## src/rtl/core/slcp_pkg.sv

```systemverilog
`timescale 1ns / 1ps
// ----------------------------------------------------------------------------
// slcp_pkg
// Shared constants, types and helpers for the status line command parser.
// ----------------------------------------------------------------------------
package slcp_pkg;

    // line geometry
    localparam int LINE_SIZE  = 16;
    localparam int LINE_DEPTH = LINE_SIZE - 1;
    localparam int IDX_W      = $clog2(LINE_DEPTH);
    localparam int CNT_W      = $clog2(LINE_DEPTH + 1);

    // characters
    localparam logic [7:0] CH_LF    = 8'h0A;
    localparam logic [7:0] CH_CR    = 8'h0D;
    localparam logic [7:0] CH_TAB   = 8'h09;
    localparam logic [7:0] CH_SPACE = 8'h20;
    localparam logic [7:0] CH_PLUS  = 8'h2B;
    localparam logic [7:0] CH_MINUS = 8'h2D;
    localparam logic [7:0] CH_ZERO  = 8'h30;
    localparam logic [7:0] CH_NINE  = 8'h39;
    localparam logic [7:0] CH_COLON = 8'h3A;
    localparam logic [7:0] CH_C     = 8'h43;
    localparam logic [7:0] CH_D     = 8'h44;
    localparam logic [7:0] CH_F     = 8'h46;
    localparam logic [7:0] CH_O     = 8'h4F;
    localparam logic [7:0] CH_R     = 8'h52;
    localparam logic [7:0] CH_S     = 8'h53;
    localparam logic [7:0] CH_U     = 8'h55;
    localparam logic [7:0] CH_W     = 8'h57;

    // command layout
    localparam int CMD_MIN_LEN  = 4;
    localparam int TIME_LEN     = 7;
    localparam int POS_CMD0     = 0;
    localparam int POS_CMD1     = 1;
    localparam int POS_SEP      = 2;
    localparam int POS_HOUR_HI  = 3;
    localparam int POS_HOUR_LO  = 4;
    localparam int POS_MIN_HI   = 5;
    localparam int POS_MIN_LO   = 6;

    // value limits and codes
    localparam logic [16:0] NUM_CAP       = 17'd65536;
    localparam logic [16:0] COST_MAX      = 17'd65535;
    localparam logic [16:0] PCT_MAX       = 17'd100;
    localparam logic [16:0] COST_UNKNOWN  = 17'h1FFFF;
    localparam logic [15:0] COST_CLAMP    = 16'd65534;
    localparam logic [15:0] COST_UNK_CODE = 16'hFFFF;
    localparam logic [7:0]  BYTE_UNKNOWN  = 8'hFF;
    localparam logic signed [12:0] HOUR_MAX = 13'sd23;
    localparam logic signed [12:0] MIN_MAX  = 13'sd59;

    // line buffer control from the top level
    typedef struct packed {
        logic             push;
        logic             clear;
        logic [7:0]       wr_byte;
        logic [IDX_W-1:0] rd_addr;
    } t_lb_ctrl;

    // one result transaction
    typedef struct packed {
        logic [31:0] usage_word;
        logic [31:0] cost_pair_word;
        logic [15:0] cost_last;
        logic        cost_present;
    } t_result;

    function automatic logic f_is_digit(input logic [7:0] c);
        f_is_digit = (c >= CH_ZERO) && (c <= CH_NINE);
    endfunction

    function automatic logic f_is_space(input logic [7:0] c);
        f_is_space = (c == CH_SPACE) || ((c >= CH_TAB) && (c <= CH_CR));
    endfunction

    function automatic logic [15:0] f_cost_code(input logic [16:0] v);
        if (v == COST_UNKNOWN) begin
            f_cost_code = COST_UNK_CODE;
        end else if (v[15:0] == COST_UNK_CODE) begin
            f_cost_code = COST_CLAMP;
        end else begin
            f_cost_code = v[15:0];
        end
    endfunction

endpackage

```

## src/rtl/core/slcp_if.sv

```systemverilog
`timescale 1ns / 1ps
// ----------------------------------------------------------------------------
// slcp_if
// Valid/ready channels: received characters in, status results out.
// ----------------------------------------------------------------------------
interface slcp_rx_if;
    logic       valid;
    logic       ready;
    logic [7:0] rx_byte;

    modport source (output valid, output rx_byte, input ready);
    modport sink   (input valid, input rx_byte, output ready);
endinterface

interface slcp_res_if;
    logic        valid;
    logic        ready;
    logic [31:0] usage_word;
    logic [31:0] cost_pair_word;
    logic [15:0] cost_last;
    logic        cost_present;

    modport source (output valid, output usage_word, output cost_pair_word,
                    output cost_last, output cost_present, input ready);
    modport sink   (input valid, input usage_word, input cost_pair_word,
                    input cost_last, input cost_present, output ready);
endinterface

```

## src/rtl/core/slcp_line_buf.sv

```systemverilog
`timescale 1ns / 1ps
// ----------------------------------------------------------------------------
// slcp_line_buf
// Line store memory with fill count: appends characters, drops an
// overlong line, and serves one registered read per cycle for the parser.
// ----------------------------------------------------------------------------
module slcp_line_buf (
    input  logic                   i_clk,
    input  logic                   i_rst_n,
    input  slcp_pkg::t_lb_ctrl     i_ctrl,
    output logic [slcp_pkg::CNT_W-1:0] o_count,
    output logic [7:0]             o_rd_data
);

    logic [7:0]                 r_mem [slcp_pkg::LINE_DEPTH];
    logic [slcp_pkg::CNT_W-1:0] r_count;
    logic [slcp_pkg::CNT_W-1:0] n_count;
    logic [7:0]                 r_rd_data;
    logic                       w_room;

    assign w_room = (r_count < slcp_pkg::CNT_W'(slcp_pkg::LINE_DEPTH));

    // fill count: append, overflow drop or line end
    always_comb begin
        n_count = r_count;
        if (i_ctrl.clear) begin
            n_count = '0;
        end else if (i_ctrl.push) begin
            if (w_room) begin
                n_count = r_count + 1'b1;
            end else begin
                n_count = '0;
            end
        end
    end

    always_ff @(posedge i_clk) begin
        if (!i_rst_n) begin
            r_count <= '0;
        end else begin
            r_count <= n_count;
        end
    end

    // memory write port
    always_ff @(posedge i_clk) begin
        if (i_ctrl.push && w_room) begin
            r_mem[r_count[slcp_pkg::IDX_W-1:0]] <= i_ctrl.wr_byte;
        end
    end

    // memory read port, registered
    always_ff @(posedge i_clk) begin
        r_rd_data <= r_mem[i_ctrl.rd_addr];
    end

    assign o_count   = r_count;
    assign o_rd_data = r_rd_data;

endmodule

```

## src/rtl/core/slcp_parse.sv

```systemverilog
`timescale 1ns / 1ps
// ----------------------------------------------------------------------------
// slcp_parse
// Scans a finished line out of the line store one character per cycle,
// decodes the command, number and time digits, and updates the status.
// ----------------------------------------------------------------------------
module slcp_parse (
    input  logic                        i_clk,
    input  logic                        i_rst_n,
    input  logic                        i_start,
    input  logic [slcp_pkg::CNT_W-1:0]  i_len,
    input  logic [7:0]                  i_rd_data,
    input  logic                        i_out_free,
    output logic [slcp_pkg::IDX_W-1:0]  o_rd_addr,
    output logic                        o_idle,
    output logic                        o_emit,
    output slcp_pkg::t_result           o_result
);

    typedef enum logic [2:0] {
        S_IDLE = 3'b001,
        S_SCAN = 3'b010,
        S_DONE = 3'b100
    } t_state;

    typedef enum logic [2:0] {
        NP_WS  = 3'b001,
        NP_DIG = 3'b010,
        NP_END = 3'b100
    } t_num_ph;

    t_state                     r_state, n_state;
    logic [slcp_pkg::CNT_W-1:0] r_len, n_len;
    logic [slcp_pkg::CNT_W-1:0] r_addr, n_addr;
    logic [slcp_pkg::CNT_W-1:0] r_didx, n_didx;
    logic                       r_dv, n_dv;
    logic [7:0]                 r_c0, n_c0;
    logic [7:0]                 r_c1, n_c1;
    logic                       r_colon, n_colon;
    t_num_ph                    r_nph, n_nph;
    logic                       r_neg, n_neg;
    logic [16:0]                r_mag, n_mag;
    logic signed [12:0]         r_hh, n_hh;
    logic signed [12:0]         r_mm, n_mm;
    logic [7:0]                 r_five, n_five;
    logic [7:0]                 r_week, n_week;
    logic [7:0]                 r_hour, n_hour;
    logic [7:0]                 r_min, n_min;
    logic [16:0]                r_cost0, n_cost0;
    logic [16:0]                r_cost1, n_cost1;
    logic [16:0]                r_cost2, n_cost2;

    logic [7:0]         w_d;
    logic               w_digit;
    logic [20:0]        w_mag_x10;
    logic signed [12:0] w_dig_s;
    logic signed [12:0] w_dig_x10;
    logic               w_num_ok;
    logic               w_is_d;
    logic               w_is_c;
    logic               w_upd_cost;
    logic               w_upd_pct;
    logic               w_upd_time;
    logic               w_upd;
    logic               w_last;

    // character datapath
    assign w_d       = i_rd_data;
    assign w_digit   = slcp_pkg::f_is_digit(w_d);
    assign w_mag_x10 = {1'b0, r_mag, 3'b000} + {3'b000, r_mag, 1'b0}
                     + {17'd0, w_d[3:0]};
    assign w_dig_s   = $signed({5'd0, w_d}) - 13'sd48;
    assign w_dig_x10 = (w_dig_s <<< 3) + (w_dig_s <<< 1);
    assign w_last    = (r_didx == (r_len - 1'b1));

    // command decode at line end
    assign w_num_ok   = !(r_neg && (r_mag != '0));
    assign w_is_d     = r_colon && (r_c0 == slcp_pkg::CH_D);
    assign w_is_c     = r_colon && (r_c0 == slcp_pkg::CH_C);
    assign w_upd_cost = w_is_d && w_num_ok && (r_mag <= slcp_pkg::COST_MAX)
                     && ((r_c1 == slcp_pkg::CH_O) || (r_c1 == slcp_pkg::CH_S)
                         || (r_c1 == slcp_pkg::CH_F));
    assign w_upd_pct  = w_is_c && w_num_ok && (r_mag <= slcp_pkg::PCT_MAX)
                     && ((r_c1 == slcp_pkg::CH_U) || (r_c1 == slcp_pkg::CH_W));
    assign w_upd_time = w_is_c && (r_c1 == slcp_pkg::CH_R)
                     && (r_len == slcp_pkg::CNT_W'(slcp_pkg::TIME_LEN))
                     && (r_hh >= 13'sd0) && (r_hh <= slcp_pkg::HOUR_MAX)
                     && (r_mm >= 13'sd0) && (r_mm <= slcp_pkg::MIN_MAX);
    assign w_upd      = w_upd_cost || w_upd_pct || w_upd_time;

    // sequencer and scan
    always_comb begin
        n_state = r_state;
        n_len   = r_len;
        n_addr  = r_addr;
        n_didx  = r_didx;
        n_dv    = 1'b0;
        n_c0    = r_c0;
        n_c1    = r_c1;
        n_colon = r_colon;
        n_nph   = r_nph;
        n_neg   = r_neg;
        n_mag   = r_mag;
        n_hh    = r_hh;
        n_mm    = r_mm;
        n_five  = r_five;
        n_week  = r_week;
        n_hour  = r_hour;
        n_min   = r_min;
        n_cost0 = r_cost0;
        n_cost1 = r_cost1;
        n_cost2 = r_cost2;
        o_emit  = 1'b0;
        unique case (r_state)
            S_IDLE: begin
                if (i_start) begin
                    n_len   = i_len;
                    n_addr  = '0;
                    n_colon = 1'b0;
                    n_nph   = NP_WS;
                    n_neg   = 1'b0;
                    n_mag   = '0;
                    // too short for any command: drop without a scan
                    if (i_len >= slcp_pkg::CNT_W'(slcp_pkg::CMD_MIN_LEN)) begin
                        n_state = S_SCAN;
                    end
                end
            end
            S_SCAN: begin
                // issue the next read
                if (r_addr != r_len) begin
                    n_dv   = 1'b1;
                    n_didx = r_addr;
                    n_addr = r_addr + 1'b1;
                end
                // evaluate the character read last cycle
                if (r_dv) begin
                    if (r_didx == slcp_pkg::CNT_W'(slcp_pkg::POS_CMD0)) begin
                        n_c0 = w_d;
                    end
                    if (r_didx == slcp_pkg::CNT_W'(slcp_pkg::POS_CMD1)) begin
                        n_c1 = w_d;
                    end
                    if (r_didx == slcp_pkg::CNT_W'(slcp_pkg::POS_SEP)) begin
                        n_colon = (w_d == slcp_pkg::CH_COLON);
                    end
                    if (r_didx == slcp_pkg::CNT_W'(slcp_pkg::POS_HOUR_HI)) begin
                        n_hh = w_dig_x10;
                    end
                    if (r_didx == slcp_pkg::CNT_W'(slcp_pkg::POS_HOUR_LO)) begin
                        n_hh = r_hh + w_dig_s;
                    end
                    if (r_didx == slcp_pkg::CNT_W'(slcp_pkg::POS_MIN_HI)) begin
                        n_mm = w_dig_x10;
                    end
                    if (r_didx == slcp_pkg::CNT_W'(slcp_pkg::POS_MIN_LO)) begin
                        n_mm = r_mm + w_dig_s;
                    end
                    // number text: blanks, optional sign, digits
                    if (r_didx >= slcp_pkg::CNT_W'(slcp_pkg::POS_HOUR_HI)) begin
                        unique case (r_nph)
                            NP_WS: begin
                                if (slcp_pkg::f_is_space(w_d)) begin
                                    n_nph = NP_WS;
                                end else if ((w_d == slcp_pkg::CH_PLUS)
                                             || (w_d == slcp_pkg::CH_MINUS)) begin
                                    n_neg = (w_d == slcp_pkg::CH_MINUS);
                                    n_nph = NP_DIG;
                                end else if (w_digit) begin
                                    n_mag = {13'd0, w_d[3:0]};
                                    n_nph = NP_DIG;
                                end else begin
                                    n_nph = NP_END;
                                end
                            end
                            NP_DIG: begin
                                if (w_digit) begin
                                    if (w_mag_x10 > {4'd0, slcp_pkg::NUM_CAP}) begin
                                        n_mag = slcp_pkg::NUM_CAP;
                                    end else begin
                                        n_mag = w_mag_x10[16:0];
                                    end
                                end else begin
                                    n_nph = NP_END;
                                end
                            end
                            NP_END: begin
                                n_nph = NP_END;
                            end
                            default: begin
                                n_nph = NP_END;
                            end
                        endcase
                    end
                    if (w_last) begin
                        n_state = S_DONE;
                    end
                end
            end
            S_DONE: begin
                if (!w_upd) begin
                    n_state = S_IDLE;
                end else if (i_out_free) begin
                    o_emit  = 1'b1;
                    n_state = S_IDLE;
                    if (w_upd_cost) begin
                        if (r_c1 == slcp_pkg::CH_O) begin
                            n_cost0 = r_mag;
                        end else if (r_c1 == slcp_pkg::CH_S) begin
                            n_cost1 = r_mag;
                        end else begin
                            n_cost2 = r_mag;
                        end
                    end
                    if (w_upd_pct) begin
                        if (r_c1 == slcp_pkg::CH_U) begin
                            n_five = r_mag[7:0];
                        end else begin
                            n_week = r_mag[7:0];
                        end
                    end
                    if (w_upd_time) begin
                        n_hour = r_hh[7:0];
                        n_min  = r_mm[7:0];
                    end
                end
            end
            default: begin
                n_state = S_IDLE;
            end
        endcase
    end

    // result built from the updated status
    always_comb begin
        o_result.usage_word = {n_five, n_week, n_hour, n_min};
        o_result.cost_present = (n_cost0 != slcp_pkg::COST_UNKNOWN)
                             || (n_cost1 != slcp_pkg::COST_UNKNOWN)
                             || (n_cost2 != slcp_pkg::COST_UNKNOWN);
        if (o_result.cost_present) begin
            o_result.cost_pair_word = {slcp_pkg::f_cost_code(n_cost0),
                                       slcp_pkg::f_cost_code(n_cost1)};
            o_result.cost_last      = slcp_pkg::f_cost_code(n_cost2);
        end else begin
            o_result.cost_pair_word = '0;
            o_result.cost_last      = '0;
        end
    end

    // control and status registers
    always_ff @(posedge i_clk) begin
        if (!i_rst_n) begin
            r_state <= S_IDLE;
            r_dv    <= 1'b0;
            r_five  <= slcp_pkg::BYTE_UNKNOWN;
            r_week  <= slcp_pkg::BYTE_UNKNOWN;
            r_hour  <= slcp_pkg::BYTE_UNKNOWN;
            r_min   <= slcp_pkg::BYTE_UNKNOWN;
            r_cost0 <= slcp_pkg::COST_UNKNOWN;
            r_cost1 <= slcp_pkg::COST_UNKNOWN;
            r_cost2 <= slcp_pkg::COST_UNKNOWN;
        end else begin
            r_state <= n_state;
            r_dv    <= n_dv;
            r_five  <= n_five;
            r_week  <= n_week;
            r_hour  <= n_hour;
            r_min   <= n_min;
            r_cost0 <= n_cost0;
            r_cost1 <= n_cost1;
            r_cost2 <= n_cost2;
        end
    end

    // scan datapath registers
    always_ff @(posedge i_clk) begin
        r_len   <= n_len;
        r_addr  <= n_addr;
        r_didx  <= n_didx;
        r_c0    <= n_c0;
        r_c1    <= n_c1;
        r_colon <= n_colon;
        r_nph   <= n_nph;
        r_neg   <= n_neg;
        r_mag   <= n_mag;
        r_hh    <= n_hh;
        r_mm    <= n_mm;
    end

    assign o_rd_addr = r_addr[slcp_pkg::IDX_W-1:0];
    assign o_idle    = (r_state == S_IDLE);

    // a result is only produced when the output register can take it
    a_emit_free: assert property (@(posedge i_clk) disable iff (!i_rst_n)
        o_emit |-> i_out_free)
        else $error("result produced while output register is occupied");

    // the read pointer never runs past the captured line length
    a_addr_bound: assert property (@(posedge i_clk) disable iff (!i_rst_n)
        (r_state == S_SCAN) |-> (r_addr <= r_len))
        else $error("scan read pointer beyond line length");

    // read data is only evaluated while scanning
    a_dv_scan: assert property (@(posedge i_clk) disable iff (!i_rst_n)
        r_dv |-> (r_state == S_SCAN))
        else $error("memory read data pending outside the scan");

    // a pending decision with a free output always completes next cycle
    a_done_exit: assert property (@(posedge i_clk) disable iff (!i_rst_n)
        ((r_state == S_DONE) && i_out_free) |=> (r_state == S_IDLE))
        else $error("decision stalled with a free output register");

endmodule

```

## src/rtl/core/status_line_command_parser.sv

```systemverilog
`timescale 1ns / 1ps
// ----------------------------------------------------------------------------
// status_line_command_parser
// Collects received characters into lines and turns status commands into
// packed usage and cost transactions.
// ----------------------------------------------------------------------------
//  port     dir  payload                                          handshake
//  i_rx     in   rx_byte[7:0]                                      valid/ready
//  o_res    out  usage_word[31:0] cost_pair_word[31:0]             valid/ready
//                cost_last[15:0] cost_present
//
//  An ordinary character is written to the line store when accepted.
//  A line end of length n (4 or more) holds i_rx.ready low through the scan
//  and decision: the line store has one read port, so the scan reads one
//  character a cycle through its registered read, then decides the command.
//  Synchronous active-low reset; the line store needs no clearing pass.
//  A stalled o_res holds its transaction; the parser waits in its decision
//  state only when a new result is due and the output register is full.
// ----------------------------------------------------------------------------
module status_line_command_parser (
    input  logic         i_clk,
    input  logic         i_rst_n,
    slcp_rx_if.sink      i_rx,
    slcp_res_if.source   o_res
);

    slcp_pkg::t_lb_ctrl         w_lb_ctrl;
    slcp_pkg::t_result          w_result;
    slcp_pkg::t_result          r_res;
    logic [slcp_pkg::CNT_W-1:0] w_count;
    logic [7:0]                 w_rd_data;
    logic [slcp_pkg::IDX_W-1:0] w_rd_addr;
    logic                       w_idle;
    logic                       w_emit;
    logic                       w_accept;
    logic                       w_eol;
    logic                       w_start;
    logic                       w_out_free;
    logic                       r_res_vld;

    // input transaction decode
    assign i_rx.ready = w_idle;
    assign w_accept   = i_rx.valid && w_idle;
    assign w_eol      = (i_rx.rx_byte == slcp_pkg::CH_CR)
                     || (i_rx.rx_byte == slcp_pkg::CH_LF);
    assign w_start    = w_accept && w_eol && (w_count != '0);

    assign w_lb_ctrl.push    = w_accept && !w_eol;
    assign w_lb_ctrl.clear   = w_accept && w_eol;
    assign w_lb_ctrl.wr_byte = i_rx.rx_byte;
    assign w_lb_ctrl.rd_addr = w_rd_addr;

    slcp_line_buf u_line_buf (
        .i_clk     (i_clk),
        .i_rst_n   (i_rst_n),
        .i_ctrl    (w_lb_ctrl),
        .o_count   (w_count),
        .o_rd_data (w_rd_data)
    );

    slcp_parse u_parse (
        .i_clk      (i_clk),
        .i_rst_n    (i_rst_n),
        .i_start    (w_start),
        .i_len      (w_count),
        .i_rd_data  (w_rd_data),
        .i_out_free (w_out_free),
        .o_rd_addr  (w_rd_addr),
        .o_idle     (w_idle),
        .o_emit     (w_emit),
        .o_result   (w_result)
    );

    // output register
    assign w_out_free = !r_res_vld || o_res.ready;

    always_ff @(posedge i_clk) begin
        if (!i_rst_n) begin
            r_res_vld <= 1'b0;
        end else if (w_emit) begin
            r_res_vld <= 1'b1;
        end else if (o_res.ready) begin
            r_res_vld <= 1'b0;
        end
    end

    always_ff @(posedge i_clk) begin
        if (w_emit) begin
            r_res <= w_result;
        end
    end

    assign o_res.valid          = r_res_vld;
    assign o_res.usage_word     = r_res.usage_word;
    assign o_res.cost_pair_word = r_res.cost_pair_word;
    assign o_res.cost_last      = r_res.cost_last;
    assign o_res.cost_present   = r_res.cost_present;

endmodule
```

## src/flat_wrapper.sv

```systemverilog
// flat-port wrapper written by rule: the top's interface ports become plain ports
module status_line_command_parser_flat 
  (i_clk, i_rst_n, i_rx_valid, i_rx_rx_byte, i_rx_ready, o_res_valid, o_res_usage_word, o_res_cost_pair_word, o_res_cost_last, o_res_cost_present, o_res_ready);
  slcp_rx_if i_rx_i ();
  slcp_res_if o_res_i ();
  input  logic i_clk;
  input  logic i_rst_n;
  input wire logic [$bits(i_rx_i.valid)-1:0] i_rx_valid;
  input wire logic [$bits(i_rx_i.rx_byte)-1:0] i_rx_rx_byte;
  output wire logic [$bits(i_rx_i.ready)-1:0] i_rx_ready;
  output wire logic [$bits(o_res_i.valid)-1:0] o_res_valid;
  output wire logic [$bits(o_res_i.usage_word)-1:0] o_res_usage_word;
  output wire logic [$bits(o_res_i.cost_pair_word)-1:0] o_res_cost_pair_word;
  output wire logic [$bits(o_res_i.cost_last)-1:0] o_res_cost_last;
  output wire logic [$bits(o_res_i.cost_present)-1:0] o_res_cost_present;
  input wire logic [$bits(o_res_i.ready)-1:0] o_res_ready;
  assign i_rx_i.valid = i_rx_valid;
  assign i_rx_i.rx_byte = i_rx_rx_byte;
  assign i_rx_ready = i_rx_i.ready;
  assign o_res_valid = o_res_i.valid;
  assign o_res_usage_word = o_res_i.usage_word;
  assign o_res_cost_pair_word = o_res_i.cost_pair_word;
  assign o_res_cost_last = o_res_i.cost_last;
  assign o_res_cost_present = o_res_i.cost_present;
  assign o_res_i.ready = o_res_ready;
  status_line_command_parser u_core (.i_clk(i_clk), .i_rst_n(i_rst_n), .i_rx(i_rx_i), .o_res(o_res_i));
endmodule
```

## config.mk

```make
export PLATFORM = sky130hd
export DESIGN_NAME = status_line_command_parser_flat
export DESIGN_NICKNAME = d
export VERILOG_FILES = /design/src/rtl/core/slcp_pkg.sv /design/src/rtl/core/slcp_if.sv /design/src/rtl/core/slcp_line_buf.sv /design/src/rtl/core/slcp_parse.sv /design/src/rtl/core/status_line_command_parser.sv /design/src/flat_wrapper.sv
export SDC_FILE = /design/constraint.sdc
export NUM_CORES = 1
export LEC_CHECK = 0
export BUFFER_PORTS_ARGS = -buffer_cell sky130_fd_sc_hd__buf_4
export CAP_MARGIN = 20
export CORE_MARGIN = 4
export CORE_UTILIZATION = 50
export CTS_CLUSTER_SIZE = 8
export DETAILED_ROUTE_END_ITERATION = 8
export PLACE_DENSITY = 0.75
export SYNTH_ARGS = -nofsm -noshare
export SYNTH_HDL_FRONTEND = slang
export SYNTH_SLANG_ARGS = --single-unit
```

## constraint.sdc

```tcl
create_clock -name i_clk -period 16.75 [get_ports i_clk]
set_clock_uncertainty 0.1 [all_clocks]
set_input_delay 2.5125 -clock i_clk [delete_from_list [all_inputs] [get_ports i_clk]]
set_output_delay 2.5125 -clock i_clk [all_outputs]
set_load 0.02 [all_outputs]
```

# Word-level counts from Yosys, hierarchy flattened

Memory sizes are Yosys's and may differ from the RTL's. A register that Yosys moved wholly into a read port is not among the register bits.
Index checks and enable logic that the tools add are counted.

Memories kept: 1
Memory bits (writable): 120
Bits of input ports: 12
Output and inout bits: 83
Register bits: 249

Mux-type cells: 93
Bitwise operators: 1
Order comparisons: 14
Add/sub/neg operators: 9
Reductions and logical operators: 57
Eq/ne operators: 54

Memories:

| name                    | depth | bits a word | rd ports | clocked after memory_dff | write ports | line                | source |
|---|---|---|---|---|---|---|---|
| u_core.u_line_buf.r_mem | 15    | 8           | 1        | 1                        | 1           | slcp_line_buf.sv:15 | `logic [7:0] r_mem [slcp_pkg::LINE_DEPTH];` |

Operator list:

| cell                   | count |
|---|---|
| $mux W17               | 25 |
| $mux W8                | 18 |
| $mux W16               | 6 |
| $pmux W17 S2           | 2 |
| $eq A8 B7 Y1 const B   | 8 |
| $mux W13               | 4 |
| $eq A17 B17 Y1 const B | 3 |
| $ne A17 B17 Y1 const B | 3 |
| $eq A16 B16 Y1 const B | 3 |
| $mux W3                | 13 |
| $eq A8 B6 Y1 const B   | 4 |
| $add A13 B9 Y13        | 2 |
| $ge A13 B1 Y1 const B  | 2 |
| $logic_and A1 B1 Y1    | 22 |
| $add A20 B18 Y21       | 1 |
| $add A21 B4 Y21        | 1 |
| $gt A21 B17 Y1 const B | 1 |
| $ne A2 B2 Y1 const B   | 9 |
| $ne A3 B3 Y1 const B   | 6 |
| $le A17 B16 Y1 const B | 1 |
| $le A17 B7 Y1 const B  | 1 |
| $reduce_bool A17 Y1    | 1 |
| $eq A4 B3 Y1 const B   | 4 |
| $eq A8 B4 Y1 const B   | 2 |
| 41 further kinds       | 86 |

# Depth between registers and ports, before layout

Depth after elaboration: 14
Depth in mapped cells: 13
Mapped depth without buffers: 12

# Cells and area by module

From an unflattened synthesis, not the netlist that was laid out.

Cells, all modules: 1337
Area total of the unflattened synthesis: 17295.3 um^2

Modules (own cells, without submodules):

| module                     | cells an instance | sequential area each (um^2) | area each (um^2) | instances |
|---|---|---|---|---|
| slcp_parse                 | 989               | 4023.9                      | 9643.0           | 1 |
| slcp_line_buf              | 253               | 3843.7                      | 5113.7           | 1 |
| status_line_command_parser | 95                | 2452.4                      | 2538.7           | 1 |

# Worst setup path before layout

OpenSTA, ideal clock, no wires.

Path type: in2reg
Start: input o_res_ready
End: register u_core.r_res (netlist bit u_core.o_res.cost_last[0]) (enable)
Setup time: 0.529 ns
Path slack: 9.854 ns
Data required time: 16.121 ns
Data arrival time: 6.266 ns
Stages on the path: 2
Path through: nand2b_1 nor2b_1

Cells in the longest elaborated chain, start to end: 4

RTL lines:

| element                         | line                             | source |
|---|---|---|
| start: declaration              | flat_wrapper.sv:16               | `input wire logic [$bits(o_res_i.ready)-1:0] o_res_ready;` |
| $logic_or A1 B1 Y1              | status_line_command_parser.sv:75 | `assign w_out_free = !r_res_vld \|\| o_res.ready;` |
| $mux W1                         | slcp_parse.sv:203                | `end else if (i_out_free) begin` |
| $mux W1                         | slcp_parse.sv:201                | `if (!w_upd) begin` |
| $mux W1                         | slcp_parse.sv:114                | `unique case (r_state)` |
| named net u_core.u_parse.o_emit | slcp_parse.sv:16                 | `output logic o_emit,` |
| end signal: assignment          | status_line_command_parser.sv:89 | `r_res <= w_result;` |
| end: declaration                | status_line_command_parser.sv:29 | `slcp_pkg::t_result r_res;` |

The timed path passes the listed nets, and every way through them passes these cells.
A chain may end at the register's enable or synchronous reset.

# Worst setup path in the final report

Start: register u_core.u_line_buf.r_rd_data[3], in the netlist u_core.u_line_buf.o_rd_data[3] (read register of u_core.u_line_buf.r_mem)
End: register u_core.u_parse.r_mag[2], data pin

Cells in the longest elaborated chain, start to end: 8

RTL lines:

| element                | line                | source |
|---|---|---|
| start: declaration     | slcp_line_buf.sv:18 | `logic [7:0] r_rd_data;` |
| $add A21 B4 Y21        | slcp_parse.sv:71    | `+ {17'd0, w_d[3:0]};` |
| $gt A21 B17 Y1         | slcp_parse.sv:178   | `if (w_mag_x10 > {4'd0, slcp_pkg::NUM_CAP}) begin` |
| $mux W17               | slcp_parse.sv:178   |  |
| $mux W17               | slcp_parse.sv:177   | `if (w_digit) begin` |
| $pmux W17 S2           | slcp_parse.sv:161   | `unique case (r_nph)` |
| $mux W17               | slcp_parse.sv:160   | `if (r_didx >= slcp_pkg::CNT_W'(slcp_pkg::POS_HOUR_HI)) begin` |
| $mux W17               | slcp_parse.sv:137   | `if (r_dv) begin` |
| $pmux W17 S2           | slcp_parse.sv:114   |  |
| end signal: assignment | slcp_parse.sv:285   | `r_mag <= n_mag;` |
| end: declaration       | slcp_parse.sv:42    | `logic [16:0] r_mag, n_mag;` |

Every way passes these cells. The select of a mux whose other input is x is not followed.

==> impl_metrics.toml <==
[status]
status = "complete, no violations"

[timing]
finalHoldViolations = 0
tightest_slew_ns = 1.04
setup_viol = 0
max_slew_margin = 0.307
max_freq_mhz = 214
finalCritPeriodShare = 0.279
finalMaxSlewViolations = 0
period_minus_slack_ns = 4.68
finalSetupTns_ns = 0
rsz0062_at_grt = "no"

[clock_tree]
cts_tree = "done"
ctsResizeCount = 0
post_cts_buffers = 0
path_clk_slew_ns = 0.05
cts_root_buf = "clkbuf_16"
hold_buffers = 0
clock_path_buffers = 3
ctsHtreeMaxLevel = 2
insertion_delay_ns = 0.57
numCtsBuffers = 53
numClockSinks = 377

[worst_setup_path]
critPathLaunch = "u_core.u_line_buf.o_rd_data[3]$_DFF_P_"
regToRegSetupSlack_ns = 12.07
critPathRequiredTime_ns = 16.93
end_kind = "flop"
critPathSlowestCell = "a41oi_2"
path_cells = "inv_1, fa_1, inv_1, fa_1, a211o_1, a211oi_2, o21ai_2, a31oi_1, xnor2_1, a211oi_2, a41oi_2, o21ai_0"
cpPeakStageDelay_ns = 0.81
timing.rr.end = "u_core.u_parse.r_mag[2]$_SDFFCE_PN0P_"
rr_startpoint = "u_core.u_line_buf.o_rd_data[3]$_DFF_P_"
crit_path_start_kind = "flop"
crit_family = "compound AO/OA/AOI/OAI gates"
critPathBufInv = 2
cp.arrival_ns = 4.85
criticalPathCategory = "flop to flop"
critPathMaxFanout = 16
reg2reg_depth = 12

[synth]
synth_area_um2 = 17200
synth_nets = 1483
synth-seq-area-share = 0.598
synth.distinct_cells = 74
ys_async_sr_fraction = 0
yosys_warnings = 0
syn_area_per_cell_um2 = 12.4
synth-edff-count = 277
synth-seq-cells = 377
yosys_most_used_dff = "edfxtp_1"
syn_inst = 1390

[final_layout]
antennaDiodeCount = 0
fin_util = 0.592
num-nets-final = 1595
drive_gt1_frac = 0.164
final_common_cell = "edfxtp_1"
syn_to_final_growth_pct = 15.9
instances_no_fill = 1994
final_area_um2 = 20000
final_cell_mix = "277 x edfxtp_1, 118 x nand2_1, 107 x buf_4"

[routing]
viasPerCell = 5.72
first_iter_violations = 960
wirelength_um = 37400
num_vias = 11400
drc = 0
ant_nets = 0
first_pass_iters = 8
wire_per_inst_um = 18.8

[place]
gp_congestion = 0.843
dpl_cell_area_um2 = 18400
dp_hpwl_um = 24600
dp.cells = 1888
portBuffers = 94

[worst_hold_path]
holdCritPathClass = "flop to flop"
whs_endpoint = "u_core.u_parse.r_cost0[16]$_SDFF_PN1_"
holdPathStages = 2
min_from = "u_core.u_parse.r_cost0[16]$_SDFF_PN1_"

[grt]
antenna_found_initial = 0
grt_start_max_net_pins = 82
grt_pass1_vias = 11300
grt_pass1_wl_um = 59700
overflow = 0
globalRouteTotalUtil = 0.193

[die]
io_pins = 95
rows = 67
die_h_um = 194
start_util = 0.511
dieArea_um2 = 37500
fp.dieW_um = 194
design.core.area_um2 = 33800

[power_and_ir_drop]
ir_drop_v = 0.000122
power_density_nw_per_um2 = 100
finalPower_mw = 2.00
leakage_nw = 7.72

[run]
maxCapViolCount = 0
-- Yosys cell counts, drive strengths merged (33+ instances only) --
cell type	n	area, um^2
edfxtp	277	8320
nand2	118	443
nor2	105	397
dfxtp	100	2000
ha	76	951
o21ai	69	349
mux2i	60	604
a21oi	57	289
clkbuf	46	173
inv	40	150
nor3	33	195
-- per-layer routing --
metal / track usage / wire (um) / vias up
met5: 0 / 0 / -
met4: 0.0614 / 948 / 0
met3: 0.0379 / 2240 / 78
met2: 0.319 / 17900 / 388
met1: 0.260 / 16300 / 5547
li1: - / - / 5396
-- power breakdown --
part           internal [mW]  switching (mW)
combinational        0.00775          0.0182
clock                  0.594           0.381
sequential              1.00         0.00163
total                   1.60           0.401
-- worst max-delay path by stage --
stage	to	depth (start not counted)
6_report	u_core.u_parse.r_mag[2]$_SDFFCE_PN0P_	12
3_3_place_gp	u_core.o_res.cost_last[4]$_SDFFCE_PN0P_	9
2_1_floorplan	u_core.o_res.cost_last[0]$_SDFFCE_PN0P_	2
5_1_grt	u_core.u_parse.r_mag[2]$_SDFFCE_PN0P_	12
3_5_place_dp	u_core.o_res.cost_last[7]$_SDFFCE_PN0P_	9
4_1_cts	u_core.o_res.cost_last[5]$_SDFFCE_PN0P_	9
-- state kept, by name (all words and copies together) (netlist names), 13 cells and up --
name and cells:
u_core.o_res.cost_last 16, u_core.o_res.cost_pair_word 32, u_core.o_res.usage_word 32, u_core.u_line_buf.r_mem 120, u_core.u_parse.r_cost0 17, u_core.u_parse.r_cost1 17
u_core.u_parse.r_cost2 17, u_core.u_parse.r_hh 13, u_core.u_parse.r_mag 17, u_core.u_parse.r_mm 13
-- logic make-up (layout without fill, tap and decap cells) --
| group | count (synthesis) | count (layout) | share of synthesized area |
|---|---|---|---|
| AO/OA/AOI/OAI | 231 | 231 | 0.0868 |
| XOR/XNOR | 52 | 52 | 0.0264 |
| adder cells (fa/ha/maj) | 81 | 81 | 0.0609 |
| buffers and inverters | 96 | 252 | 0.0217 |
| flip-flops | 377 | 377 | 0.598 |
| multiplexers | 98 | 98 | 0.0703 |
| AND/OR/NAND/NOR | 455 | 455 | 0.136 |
-- cell type report --
| type | instances | area, um^2 |
|---|---|---|
| inverters | 40 | 150 |
| well taps | 448 | 561 |
| clock buffers | 96 | 1490 |
| repair buffers | 113 | 848 |
| flip-flops and latches | 377 | 10300 |
| clock inverters | 3 | 55.1 |
| fillers | 2636 | 13800 |
| multi-input cells | 917 | 6570 |
-- worst reg2reg max path, stage by stage (launching register included) --
cell	delay, ns
dfxtp_1	0.59
inv_1	0.28
fa_1	0.54
inv_1	0.08
fa_1	0.47
a211o_1	0.32
a211oi_2	0.32
o21ai_2	0.16
a31oi_1	0.23
xnor2_1	0.19
a211oi_2	0.07
a41oi_2	0.81
o21ai_0	0.23
-- stage by stage --
stage,hold slack (ns),setup WS [ns]
2_1_floorplan,0.324,9.85
4_1_cts,0.382,11.70
3_3_place_gp,0.365,11.22
5_1_grt,0.417,11.82
6_report,0.380,12.07
3_5_place_dp,0.372,11.12
(Power assumes the default switching activity.)
